File: config.mk
export PLATFORM = sky130hd
export DESIGN_NAME = hysteresis_peak_picker_top_n_unit
export DESIGN_NICKNAME = d
export VERILOG_FILES = /design/src/design/hpp_pkg.sv /design/src/design/hpp_cell.sv /design/src/design/hpp_chain.sv /design/src/design/hysteresis_peak_picker_top_n_unit.sv
export SDC_FILE = /design/constraint.sdc
export NUM_CORES = 2
export LEC_CHECK = 0
export BUFFER_PORTS_ARGS = -buffer_cell sky130_fd_sc_hd__buf_2
export CAP_MARGIN = 20
export CELL_PAD_IN_SITES_DETAIL_PLACEMENT = 1
export CELL_PAD_IN_SITES_GLOBAL_PLACEMENT = 1
export CORE_ASPECT_RATIO = 1.5
export CORE_MARGIN = 2
export CORE_UTILIZATION = 55
export CTS_CLUSTER_DIAMETER = 100
export DETAILED_ROUTE_END_ITERATION = 7
export GPL_TIMING_DRIVEN = 0
export MAX_ROUTING_LAYER = met4
export PLACE_DENSITY = 0.88
export SKIP_CTS_REPAIR_TIMING = 1
export SLEW_MARGIN = 15
export SYNTH_ARGS = -nofsm -noshare
export SYNTH_HDL_FRONTEND = slang
export SYNTH_SLANG_ARGS = --single-unit
File: constraint.sdc
create_clock -name aclk -period 21.4 [get_ports aclk]
set_input_delay 4.28 -clock aclk [delete_from_list [all_inputs] [get_ports aclk]]
set_output_delay 4.28 -clock aclk [all_outputs]
set_load 0.03 [all_outputs]
File: src/design/hpp_pkg.sv
// Package for the hysteresis peak picker: shared constants, register codes
// and the control struct that drives the sorted peak cell chain.
// No dependencies.
package hpp_pkg;

    localparam int HPP_MAX_PEAKS = 16;

    localparam int COST_W  = 16;
    localparam int SCORE_W = 18;
    localparam int RATIO_W = 16;
    localparam int PW_W    = 5;

    localparam logic signed [SCORE_W-1:0] SCORE_ONE = 18'sd16384;
    localparam logic signed [SCORE_W-1:0] SCORE_NEG = -18'sd131072;
    localparam logic signed [SCORE_W-1:0] SCORE_POS = 18'sd131071;
    localparam logic signed [COST_W-1:0]  COST_POS  = 16'sd32767;

    localparam logic [PW_W-1:0]          PEAKS_WANTED_RST   = 5'd1;
    localparam logic [RATIO_W-1:0]       DROP_RATIO_RST     = 16'd58982;
    localparam logic signed [COST_W-1:0] HARD_THRESHOLD_RST = 16'sd8192;

    typedef enum logic [1:0] {
        REG_PEAKS_WANTED   = 2'd0,
        REG_DROP_RATIO     = 2'd1,
        REG_HARD_THRESHOLD = 2'd2
    } hpp_reg_t;

    typedef struct packed {
        logic ins;
        logic shl;
    } hpp_ctl_t;

endpackage

File: src/design/hpp_cell.sv
// One slot of the sorted peak list: holds a (cost, lag) pair, decides its
// own insert position and shifts toward the head during readout.
// Depends on hpp_pkg.
module hpp_cell (
    input  logic                                aclk,
    input  hpp_pkg::hpp_ctl_t                   ctl,
    input  logic signed [hpp_pkg::COST_W-1:0]   new_cost,
    input  logic signed [hpp_pkg::COST_W-1:0]   new_lag,
    input  logic                                occ,
    input  logic                                prev_in,
    input  logic signed [hpp_pkg::COST_W-1:0]   prev_cost,
    input  logic signed [hpp_pkg::COST_W-1:0]   prev_lag,
    input  logic signed [hpp_pkg::COST_W-1:0]   next_cost,
    input  logic signed [hpp_pkg::COST_W-1:0]   next_lag,
    output logic                                cell_in,
    output logic signed [hpp_pkg::COST_W-1:0]   cost,
    output logic signed [hpp_pkg::COST_W-1:0]   lag
);
    import hpp_pkg::*;

    logic signed [COST_W-1:0] cost_reg, cost_next;
    logic signed [COST_W-1:0] lag_reg, lag_next;
    logic                     less;

    assign less    = (new_cost < cost_reg) || ((new_cost == cost_reg) && (new_lag < lag_reg));
    assign cell_in = !occ || less;

    always_comb begin
        cost_next = cost_reg;
        lag_next  = lag_reg;
        if (ctl.ins) begin
            if (cell_in && !prev_in) begin
                cost_next = new_cost;
                lag_next  = new_lag;
            end else if (prev_in) begin
                cost_next = prev_cost;
                lag_next  = prev_lag;
            end
        end else if (ctl.shl) begin
            cost_next = next_cost;
            lag_next  = next_lag;
        end
    end

    always_ff @(posedge aclk) begin
        cost_reg <= cost_next;
        lag_reg  <= lag_next;
    end

    assign cost = cost_reg;
    assign lag  = lag_reg;

endmodule

File: src/design/hpp_chain.sv
// Row of hpp_cell slots forming the ascending peak list; head is slot 0.
// Depends on hpp_pkg and hpp_cell.
module hpp_chain #(
    parameter int MAX_PEAKS = hpp_pkg::HPP_MAX_PEAKS
) (
    input  logic                                aclk,
    input  hpp_pkg::hpp_ctl_t                   ctl,
    input  logic signed [hpp_pkg::COST_W-1:0]   new_cost,
    input  logic signed [hpp_pkg::COST_W-1:0]   new_lag,
    input  logic [MAX_PEAKS-1:0]                occ,
    output logic signed [hpp_pkg::COST_W-1:0]   head_cost,
    output logic signed [hpp_pkg::COST_W-1:0]   head_lag
);
    import hpp_pkg::*;

    logic signed [COST_W-1:0] cost_a [MAX_PEAKS];
    logic signed [COST_W-1:0] lag_a  [MAX_PEAKS];
    logic                     in_a   [MAX_PEAKS];

    for (genvar i = 0; i < MAX_PEAKS; i++) begin : g_cell
        logic                     p_in;
        logic signed [COST_W-1:0] p_cost, p_lag, n_cost, n_lag;

        if (i == 0) begin : g_head
            assign p_in   = 1'b0;
            assign p_cost = new_cost;
            assign p_lag  = new_lag;
        end else begin : g_body
            assign p_in   = in_a[i-1];
            assign p_cost = cost_a[i-1];
            assign p_lag  = lag_a[i-1];
        end

        if (i == MAX_PEAKS - 1) begin : g_tail
            assign n_cost = cost_a[i];
            assign n_lag  = lag_a[i];
        end else begin : g_mid
            assign n_cost = cost_a[i+1];
            assign n_lag  = lag_a[i+1];
        end

        hpp_cell u_cell (
            .aclk      (aclk),
            .ctl       (ctl),
            .new_cost  (new_cost),
            .new_lag   (new_lag),
            .occ       (occ[i]),
            .prev_in   (p_in),
            .prev_cost (p_cost),
            .prev_lag  (p_lag),
            .next_cost (n_cost),
            .next_lag  (n_lag),
            .cell_in   (in_a[i]),
            .cost      (cost_a[i]),
            .lag       (lag_a[i])
        );
    end

    assign head_cost = cost_a[0];
    assign head_lag  = lag_a[0];

endmodule

File: src/design/hysteresis_peak_picker_top_n_unit.sv
// Top level of the hysteresis peak picker: config registers, peak tracker,
// sequencer and output register around the sorted cell chain.
// Depends on hpp_pkg and hpp_chain.

// Each item runs these steps before the next is accepted: register the item,
// update the running max/min and global minimum, form the two hysteresis
// products, then compare and insert a kept peak into the cell chain in one
// step. The tracker's multiply-then-compare sequence sets these steps.
// On the item marked tlast a further step sizes the report, then results leave
// at one per cycle (slowed by m_tready): up to peaks_wanted peaks (0 acts
// as 1, MAX_PEAKS at most) in ascending (cost, lag) order, or the stream's
// global minimum flagged on tuser when no peak was kept. The next stream's
// first item is taken once the last result sits in the output register.
module hysteresis_peak_picker_top_n_unit #(
    parameter int MAX_PEAKS = hpp_pkg::HPP_MAX_PEAKS
) (
    input  logic        aclk,
    input  logic        aresetn,
    input  logic        s_tvalid,
    output logic        s_tready,
    input  logic [31:0] s_tdata,   // [15:0] cost, [31:16] lag
    input  logic        s_tlast,   // final_item
    output logic        m_tvalid,
    input  logic        m_tready,
    output logic [31:0] m_tdata,   // [15:0] peak_cost, [31:16] peak_lag
    output logic        m_tuser,   // is_fallback
    output logic        m_tlast,   // last_result
    input  logic        psel,
    input  logic        penable,
    input  logic        pwrite,
    input  logic [3:0]  paddr,
    input  logic [31:0] pwdata,
    output logic [31:0] prdata,
    output logic        pready
);
    import hpp_pkg::*;

    localparam int CNT_W = $clog2(MAX_PEAKS + 1);
    localparam int CMP_W = (CNT_W > PW_W) ? CNT_W : PW_W;

    typedef enum logic [5:0] {
        ST_IDLE  = 6'b000001,
        ST_TRACK = 6'b000010,
        ST_MUL   = 6'b000100,
        ST_DEC   = 6'b001000,
        ST_PREP  = 6'b010000,
        ST_EMIT  = 6'b100000
    } state_t;

    state_t state_reg, state_next;

    logic [PW_W-1:0]           pw_reg;
    logic [RATIO_W-1:0]        drop_reg;
    logic signed [COST_W-1:0]  thr_reg;

    logic signed [COST_W-1:0]  item_cost_reg, item_lag_reg;
    logic signed [SCORE_W-1:0] item_score_reg;
    logic                      item_fin_reg;

    logic signed [SCORE_W-1:0] score_max_reg, score_min_reg;
    logic signed [COST_W-1:0]  max_cost_reg, max_lag_reg;
    logic signed [COST_W-1:0]  gmin_cost_reg, gmin_lag_reg;
    logic                      seeking_reg;
    logic [CNT_W-1:0]          cnt_reg;

    logic signed [34:0]        prod_max_reg;
    logic signed [36:0]        prod_min_reg;

    logic [CNT_W-1:0]          emit_left_reg;
    logic                      fb_reg;

    logic                      out_valid_reg;
    logic signed [COST_W-1:0]  out_cost_reg, out_lag_reg;
    logic                      out_fb_reg, out_last_reg;

    logic                      accept, cfg_wr, out_free, stream_done;
    logic signed [SCORE_W-1:0] in_score, keep_lim;
    logic [SCORE_W-1:0]        min_factor;
    logic [CMP_W-1:0]          pw_ext;
    logic [CNT_W-1:0]          cap;
    logic                      close_hit, restart_hit, keep_hit;
    logic [MAX_PEAKS-1:0]      occ;
    hpp_ctl_t                  ctl;
    logic signed [COST_W-1:0]  head_cost, head_lag;

    // configuration port
    assign pready = 1'b1;
    assign cfg_wr = psel && penable && pwrite && pready;

    always_ff @(posedge aclk) begin
        if (!aresetn) begin
            pw_reg   <= PEAKS_WANTED_RST;
            drop_reg <= DROP_RATIO_RST;
            thr_reg  <= HARD_THRESHOLD_RST;
        end else if (cfg_wr) begin
            unique case (hpp_reg_t'(paddr[3:2]))
                REG_PEAKS_WANTED:   pw_reg   <= pwdata[PW_W-1:0];
                REG_DROP_RATIO:     drop_reg <= pwdata[RATIO_W-1:0];
                REG_HARD_THRESHOLD: thr_reg  <= pwdata[COST_W-1:0];
                default: ;
            endcase
        end
    end

    always_comb begin
        unique case (hpp_reg_t'(paddr[3:2]))
            REG_PEAKS_WANTED:   prdata = {{(32-PW_W){1'b0}}, pw_reg};
            REG_DROP_RATIO:     prdata = {{(32-RATIO_W){1'b0}}, drop_reg};
            REG_HARD_THRESHOLD: prdata = {{(32-COST_W){thr_reg[COST_W-1]}}, thr_reg};
            default:            prdata = '0;
        endcase
    end

    // list capacity from peaks_wanted
    always_comb begin
        pw_ext = CMP_W'(pw_reg);
        if (pw_ext == '0) begin
            cap = CNT_W'(1);
        end else if (pw_ext > CMP_W'(MAX_PEAKS)) begin
            cap = CNT_W'(MAX_PEAKS);
        end else begin
            cap = pw_ext[CNT_W-1:0];
        end
    end

    always_comb begin
        for (int i = 0; i < MAX_PEAKS; i++) begin
            occ[i] = CNT_W'(i) < cnt_reg;
        end
    end

    // handshake and arithmetic
    assign s_tready = (state_reg == ST_IDLE);
    assign accept   = s_tvalid && s_tready;
    assign out_free = !out_valid_reg || m_tready;
    assign in_score = SCORE_ONE - {{(SCORE_W-COST_W){s_tdata[15]}}, s_tdata[15:0]};
    assign keep_lim = SCORE_ONE - {{(SCORE_W-COST_W){thr_reg[COST_W-1]}}, thr_reg};
    assign min_factor = 18'd131072 - {2'b00, drop_reg};

    assign close_hit   = $signed({item_score_reg[SCORE_W-1], item_score_reg, 16'b0})
                         < prod_max_reg;
    assign restart_hit = $signed({{3{item_score_reg[SCORE_W-1]}}, item_score_reg, 16'b0})
                         > prod_min_reg;
    assign keep_hit    = score_max_reg > keep_lim;

    assign stream_done = (state_reg == ST_EMIT) && out_free
                         && (fb_reg || (emit_left_reg == CNT_W'(1)));

    assign ctl.ins = (state_reg == ST_DEC) && seeking_reg && close_hit && keep_hit;
    assign ctl.shl = (state_reg == ST_EMIT) && out_free && !fb_reg;

    hpp_chain #(
        .MAX_PEAKS (MAX_PEAKS)
    ) u_chain (
        .aclk      (aclk),
        .ctl       (ctl),
        .new_cost  (max_cost_reg),
        .new_lag   (max_lag_reg),
        .occ       (occ),
        .head_cost (head_cost),
        .head_lag  (head_lag)
    );

    // sequencer
    always_comb begin
        state_next = state_reg;
        unique case (state_reg)
            ST_IDLE:  if (accept) state_next = ST_TRACK;
            ST_TRACK: state_next = ST_MUL;
            ST_MUL:   state_next = ST_DEC;
            ST_DEC:   state_next = item_fin_reg ? ST_PREP : ST_IDLE;
            ST_PREP:  state_next = ST_EMIT;
            ST_EMIT:  if (stream_done) state_next = ST_IDLE;
            default:  state_next = ST_IDLE;
        endcase
    end

    always_ff @(posedge aclk) begin
        if (!aresetn) begin
            state_reg <= ST_IDLE;
        end else begin
            state_reg <= state_next;
        end
    end

    // item capture and products
    always_ff @(posedge aclk) begin
        if (accept) begin
            item_cost_reg  <= s_tdata[15:0];
            item_lag_reg   <= s_tdata[31:16];
            item_score_reg <= in_score;
            item_fin_reg   <= s_tlast;
        end
        if (state_reg == ST_MUL) begin
            prod_max_reg <= score_max_reg * $signed({1'b0, drop_reg});
            prod_min_reg <= score_min_reg * $signed({1'b0, min_factor});
        end
        if (state_reg == ST_PREP) begin
            fb_reg        <= (cnt_reg == '0);
            emit_left_reg <= (cnt_reg < cap) ? cnt_reg : cap;
        end else if (ctl.shl) begin
            emit_left_reg <= emit_left_reg - CNT_W'(1);
        end
    end

    // tracker state
    always_ff @(posedge aclk) begin
        if (!aresetn || stream_done) begin
            score_max_reg <= SCORE_NEG;
            score_min_reg <= SCORE_POS;
            seeking_reg   <= 1'b1;
            cnt_reg       <= '0;
            gmin_cost_reg <= COST_POS;
            gmin_lag_reg  <= '0;
        end else begin
            if (state_reg == ST_TRACK) begin
                if ((score_max_reg == SCORE_NEG) || (item_cost_reg < gmin_cost_reg)
                    || ((item_cost_reg == gmin_cost_reg) && (item_lag_reg < gmin_lag_reg))) begin
                    gmin_cost_reg <= item_cost_reg;
                    gmin_lag_reg  <= item_lag_reg;
                end
                if (item_score_reg > score_max_reg) begin
                    score_max_reg <= item_score_reg;
                    max_cost_reg  <= item_cost_reg;
                    max_lag_reg   <= item_lag_reg;
                end
                if (item_score_reg < score_min_reg) begin
                    score_min_reg <= item_score_reg;
                end
            end
            if (state_reg == ST_DEC) begin
                if (seeking_reg) begin
                    if (close_hit) begin
                        score_min_reg <= item_score_reg;
                        seeking_reg   <= 1'b0;
                        if (keep_hit && (cnt_reg < cap)) begin
                            cnt_reg <= cnt_reg + CNT_W'(1);
                        end
                    end
                end else if (restart_hit) begin
                    score_max_reg <= item_score_reg;
                    max_cost_reg  <= item_cost_reg;
                    max_lag_reg   <= item_lag_reg;
                    seeking_reg   <= 1'b1;
                end
            end
        end
    end

    // output register
    always_ff @(posedge aclk) begin
        if (!aresetn) begin
            out_valid_reg <= 1'b0;
        end else if ((state_reg == ST_EMIT) && out_free) begin
            out_valid_reg <= 1'b1;
        end else if (m_tready) begin
            out_valid_reg <= 1'b0;
        end
    end

    always_ff @(posedge aclk) begin
        if ((state_reg == ST_EMIT) && out_free) begin
            out_cost_reg <= fb_reg ? gmin_cost_reg : head_cost;
            out_lag_reg  <= fb_reg ? gmin_lag_reg : head_lag;
            out_fb_reg   <= fb_reg;
            out_last_reg <= fb_reg || (emit_left_reg == CNT_W'(1));
        end
    end

    assign m_tvalid = out_valid_reg;
    assign m_tdata  = {out_lag_reg, out_cost_reg};
    assign m_tuser  = out_fb_reg;
    assign m_tlast  = out_last_reg;

`ifndef SYNTHESIS
    a_cnt_bound: assert property (@(posedge aclk) disable iff (!aresetn)
        cnt_reg <= CNT_W'(MAX_PEAKS))
        else $error("peak count beyond list depth");

    a_fb_last: assert property (@(posedge aclk) disable iff (!aresetn)
        (m_tvalid && m_tuser) |-> m_tlast)
        else $error("fallback item not marked last");

    a_emit_left: assert property (@(posedge aclk) disable iff (!aresetn)
        ((state_reg == ST_EMIT) && !fb_reg) |-> (emit_left_reg != '0))
        else $error("list readout with nothing left");

    a_no_take_in_emit: assert property (@(posedge aclk) disable iff (!aresetn)
        ((state_reg == ST_EMIT) || (state_reg == ST_PREP)) |-> !s_tready)
        else $error("input taken during report");
`endif

endmodule

==> results of run 1 <==
[stage by stage]
stage / instances / utilization [%] / hold slack, ps
CTS: 10790 / 61.63 / 545.6
floorplan: 8470 / - / 467.5
global placement: 10470 / 57.29 / 487.6
detailed placement: 10620 / 59.33 / 514.0
[cells in the mapped netlist (43+ instances only)]
cell type	number
nand4_1	89
mux2i_1	65
o311ai_0	50
o21ai_0	488
clkbuf_1	408
and2_1	278
a31oi_1	255
inv_1	1322
a21oi_1	204
nand2b_1	43
edfxtp_1	705
ha_1	853
a21o_1	131
nor2_1	429
o211ai_1	407
and3_1	47
fa_1	549
nand3_1	542
nand2_1	603
dfxtp_1	118
buf_2	80
nor3_1	86
nor2b_1	56
xnor2_1	80
[metal layers]
| metal | GRT usage, % | overflow |
|---|---|---|
| met1 | 65.41 | 0 |
| met2 | 93.00 | 0 |
| met3 | 43.44 | 4 |
| met4 | 78.11 | 9 |
| met5 | - | - |
[logic make-up after synthesis]
kind of cell,after synthesis
AO/OA/AOI/OAI,1877
multiplexers,69
other,1
flip-flops,823
adder cells (fa/ha/maj),1402
XOR/XNOR,111
AND/OR/NAND/NOR,2326
buffers and inverters,1861
==> reports/metrics.yaml, run 1 <==
floorplanning:
  start_util_pct: 55.18
  chipHeight_um: 464.7
  core.rowCount: 169
  io_pins: 145
  die_x_um: 311.2
yosys:
  ys_types: 94
  synthAdderAreaFrac_pct: 27.83
  synth_edf_count: 705
  ys_warn_count: 0
  ys_seq_area_share_pct: 30.24
  synth.area.top_cells: "edfxtp_1, fa_1, ha_1"
  synth_compound_area_share_pct: 15.92
  synth_top_area_share_pct: 27.20
  synth_top_cell_by_area: "edfxtp_1"
  synth_ff_type: "edfxtp_1"
  synth_top_family_by_area: "adder cells"
  synthXorXnorAreaFrac_pct: 1.249
  ys_ff_latch: 823
  netlist_area_um2: 77830
  synthMuxAreaShare_pct: 0.8938
  async_flop_share_pct: 0
  synth_cells: 8470
  avgSynthCellArea_um2: 9.189
  synthesis.nets: 9948
  yosys.area_share.simple_pct: 14.65
clock_tree:
  clock_sinks: 823
  cts.path.max_buffers: 3
  numCtsBuffers: 91
  htree_num_levels: 3
  clock-root-buffer: "clkbuf_16"
placement:
  dpl.hpwl_um: 327000
  port_buffers: 123
  dpl_cell_area_um2: 83680
  gp_congestion: 1.102
  place_ws_ps: 11070
global_route:
  track_usage_pct: 70.39
  grt_max_degree: 37
  grt-ovfl-total: 13
status:
  error: "[ERROR GRT-0232] Routing congestion too high. Check the congestion heatmap in the GUI."
  status: "stopped before the end"
  failed_stage: "global routing"
==> run 2: changes to the inputs <==
CELL_PAD_IN_SITES_DETAIL_PLACEMENT = not set   (was 1)
CELL_PAD_IN_SITES_GLOBAL_PLACEMENT = not set   (was 1)
CORE_ASPECT_RATIO = not set   (was 1.5)
CORE_UTILIZATION = 40   (was 55)
CTS_CLUSTER_DIAMETER = not set   (was 100)
MAX_ROUTING_LAYER = not set   (was met4)
PLACE_DENSITY = not set   (was 0.88)
PLACE_DENSITY_LB_ADDON = 0.15   (was not set)
==> run 2 against run 1 <==
Against the previous run:
- the run now ends clean
- synthesized cell count unchanged
- synthesized area unchanged
==> reports/metrics.yaml, run 2 <==
status:
  status: "finished, final reports clean"
timing:
  fin_tns_setup_ps: 0
  setup_viol: 0
  min_period_ps: 10900
  relSlewSlack_pct: 10.07
  finalHoldViolCount: 0
  fin_crit_sh_pct: 50.93
  rsz0062_at_grt: "no"
  maxSlewViolCount: 0
  skew_ps: 40.11
  fmax_ghz: 0.09176
  tightest_slew_ps: 1339
clock_tree:
  clk_latency_ps: 760
  clock_sinks: 823  # unchanged
  clock-root-buffer: "clkbuf_16"
  cts.path.max_buffers: 3  # unchanged
  path_clk_slew_ps: 60
  htree_num_levels: 3  # unchanged
  cts_tree: "done"
  numCtsBuffers: 100  # +9.9%
drt:
  wire_per_inst_um: 29.82
  route.detailed.drc: 0
  vias: 69750
  ant_nets: 0
  drt-initial-drc-count: 7941
  totalWireLength_um: 341900
  via_per_inst: 6.083
  drt_pass1_iterations: 8
global_route:
  antenna_found_initial: 35
  track_usage_pct: 33.95
  grt_max_degree: 33
  grt-ovfl-total: 0
  grt_pass1_wl_um: 487400
  first_global_vias: 68870
yosys:
  synth_top_cell_by_area: "edfxtp_1"
  post-synth-top-count-cell: "inv_1"
  avgSynthCellArea_um2: 9.189  # unchanged
  synth_edf_count: 705  # unchanged
  synthesis.nets: 9948  # unchanged
  synth_ff_type: "edfxtp_1"
  async_flop_share_pct: 0  # unchanged
  netlist_area_um2: 77830  # unchanged
  ys_ff_latch: 823  # unchanged
  ys_seq_area_share_pct: 30.24  # unchanged
  ys_warn_count: 0  # unchanged
  synth_cells: 8470  # unchanged
  synth_top_area_share_pct: 27.20  # unchanged
  synth_common_cells: "inv_1, ha_1, edfxtp_1, nand2_1, fa_1"
  ys_types: 94  # unchanged
  synth.area.top_cells: "edfxtp_1, fa_1, ha_1"
cells_and_area:
  final_cell_mix: "inv_1, ha_1, edfxtp_1"
  postLayoutCellArea_um2: 87930
  layoutNonFillerInstCount: 11470
  layout-drive-gt1-share_pct: 7.202
  nNetsFinal: 10320
  area_growth_pct: 12.98
  layout_commonest_cell: "inv_1"
critical_path:
  crit_required_ps: 17120
  worst_ep_arrival_time_ps: 6620
  path_common_cell: "clkbuf_1"
  slowest_delay_ps: 540
  crit_path_top_delay_cell: "clkbuf_1"
  worstPathMaxFanout: 10
  startpoint_type: "primary input"
  critPathTopFamily: "buffers and inverters"
  cp-end-kind: "output port"
  crit_type: "in -> out"
  critPathBufInv: 4
  path_cells: "clkbuf_1, nor2b_1, clkbuf_1, clkbuf_1, nand2_1, o21ai_0, buf_2"
floorplanning:
  core_region_area_um2: 193000
  die_x_um: 445.1  # +43%
  io_pins: 145  # unchanged
  die_area_um2: 198100
  start_util_pct: 40.33  # -15 points
  chipHeight_um: 445.1  # -4.2%
  core.rowCount: 161  # -4.7%
placement:
  dp.cells: 11270  # +6.1%
  port_buffers: 123  # unchanged
  dpl_cell_area_um2: 84510  # +1.0%
  gp_congestion: 0.9859  # -11%
  dpl.hpwl_um: 275200  # -16%
worst_hold_path:
  worst_hold_path_type: "reg -> reg"
power_and_ir_drop:
  ir_worst_vdd_mv: 0.3887
  total_leakage_power_uw: 0.03740
  p_per_area_nw_per_um2: 92.53
job:
  max_cap_violations: 0
-- run 2: cell counts after synthesis --
No cell type changed its count.
-- run 2: area by class of cell --
cell class                      instances  area (µm²)
Tap cell                             2526        3161
Antenna cell                           12       30.03
Timing Repair Buffer                  272        3034
Fill cell                           18780      105100
Buffer                                539        2241
Clock buffer                          125        2730
Sequential cell                       823       23530
Inverter                             1322        4962
Clock inverter                         61       653.1
Multi-Input combinational cell       5786       47590
-- run 2: tightest hold or removal path, delay by kind of cell (launching register included) --
kind	cells	cell delay, ps
DFF	1	320
and+or+nand+nor	1	70
AOI/OAI and AO/OA	1	60
-- run 2: worst paths after layout --
check | startpoint | endpoint | slack (ps) | depth (start not counted)
setup reg to reg | drop_reg[1]$_SDFFE_PN1P_ | prod_min_reg[36]$_DFFE_PP_ | 12100 | 27
hold reg to reg | seeking_reg$_SDFFE_PP1N_ | seeking_reg$_SDFFE_PP1N_ | 510 | 2
hold / removal | seeking_reg$_SDFFE_PP1N_ | seeking_reg$_SDFFE_PP1N_ | 510 | 2
setup / recovery | paddr[3] | prdata[2] | 10500 | 7
-- run 2: metrics by stage --
stage,util [%],total power (µW),setup slack [ps],hold slack [ps]
CTS,45.55,8130,10520,509.9
floorplan,-,5039,11360,467.5
finish,45.56,8137,10500,507.6
detailed placement,43.79,6303,10540,504.8
global route,45.55,8731,10400,540.0
global placement,42.29,6191,7980,488.9
-- run 2: routing by layer --
| layer | vias to the layer above | global-route usage [%] | share of wire (%) | wire [µm] |
|---|---|---|---|---|
| met2 | 3877 | 53.49 | 45 | 152700 |
| met1 | 34480 | 42.15 | 38 | 130100 |
| met3 | 935 | 6.658 | 9.2 | 31560 |
| met5 | - | 0 | 0.059 | 201 |
| li1 | 30420 | - | - | - |
| met4 | 32 | 22.93 | 8.0 | 27360 |
-- run 2: cells by family after synthesis --
logic type               share of synthesized area [%]
AO/OA/AOI/OAI                                    15.92
XOR/XNOR                                         1.249
adder cells (fa/ha/maj)                          27.83
buffers and inverters                            9.219
flip-flops                                       30.24
multiplexers                                    0.8938
other                                         0.004818
AND/OR/NAND/NOR                                  14.65
-- run 2: report_power, final --
part | internal [µW] | switching (µW) | leakage, µW
Sequential | 1980 | 84.6 | 0.00735
Combinational | 1720 | 2530 | 0.0284
Clock | 1050 | 772 | 0.00166
Total | 4750 | 3380 | 0.0374
No activity file was read; power rests on OpenSTA's default activity.
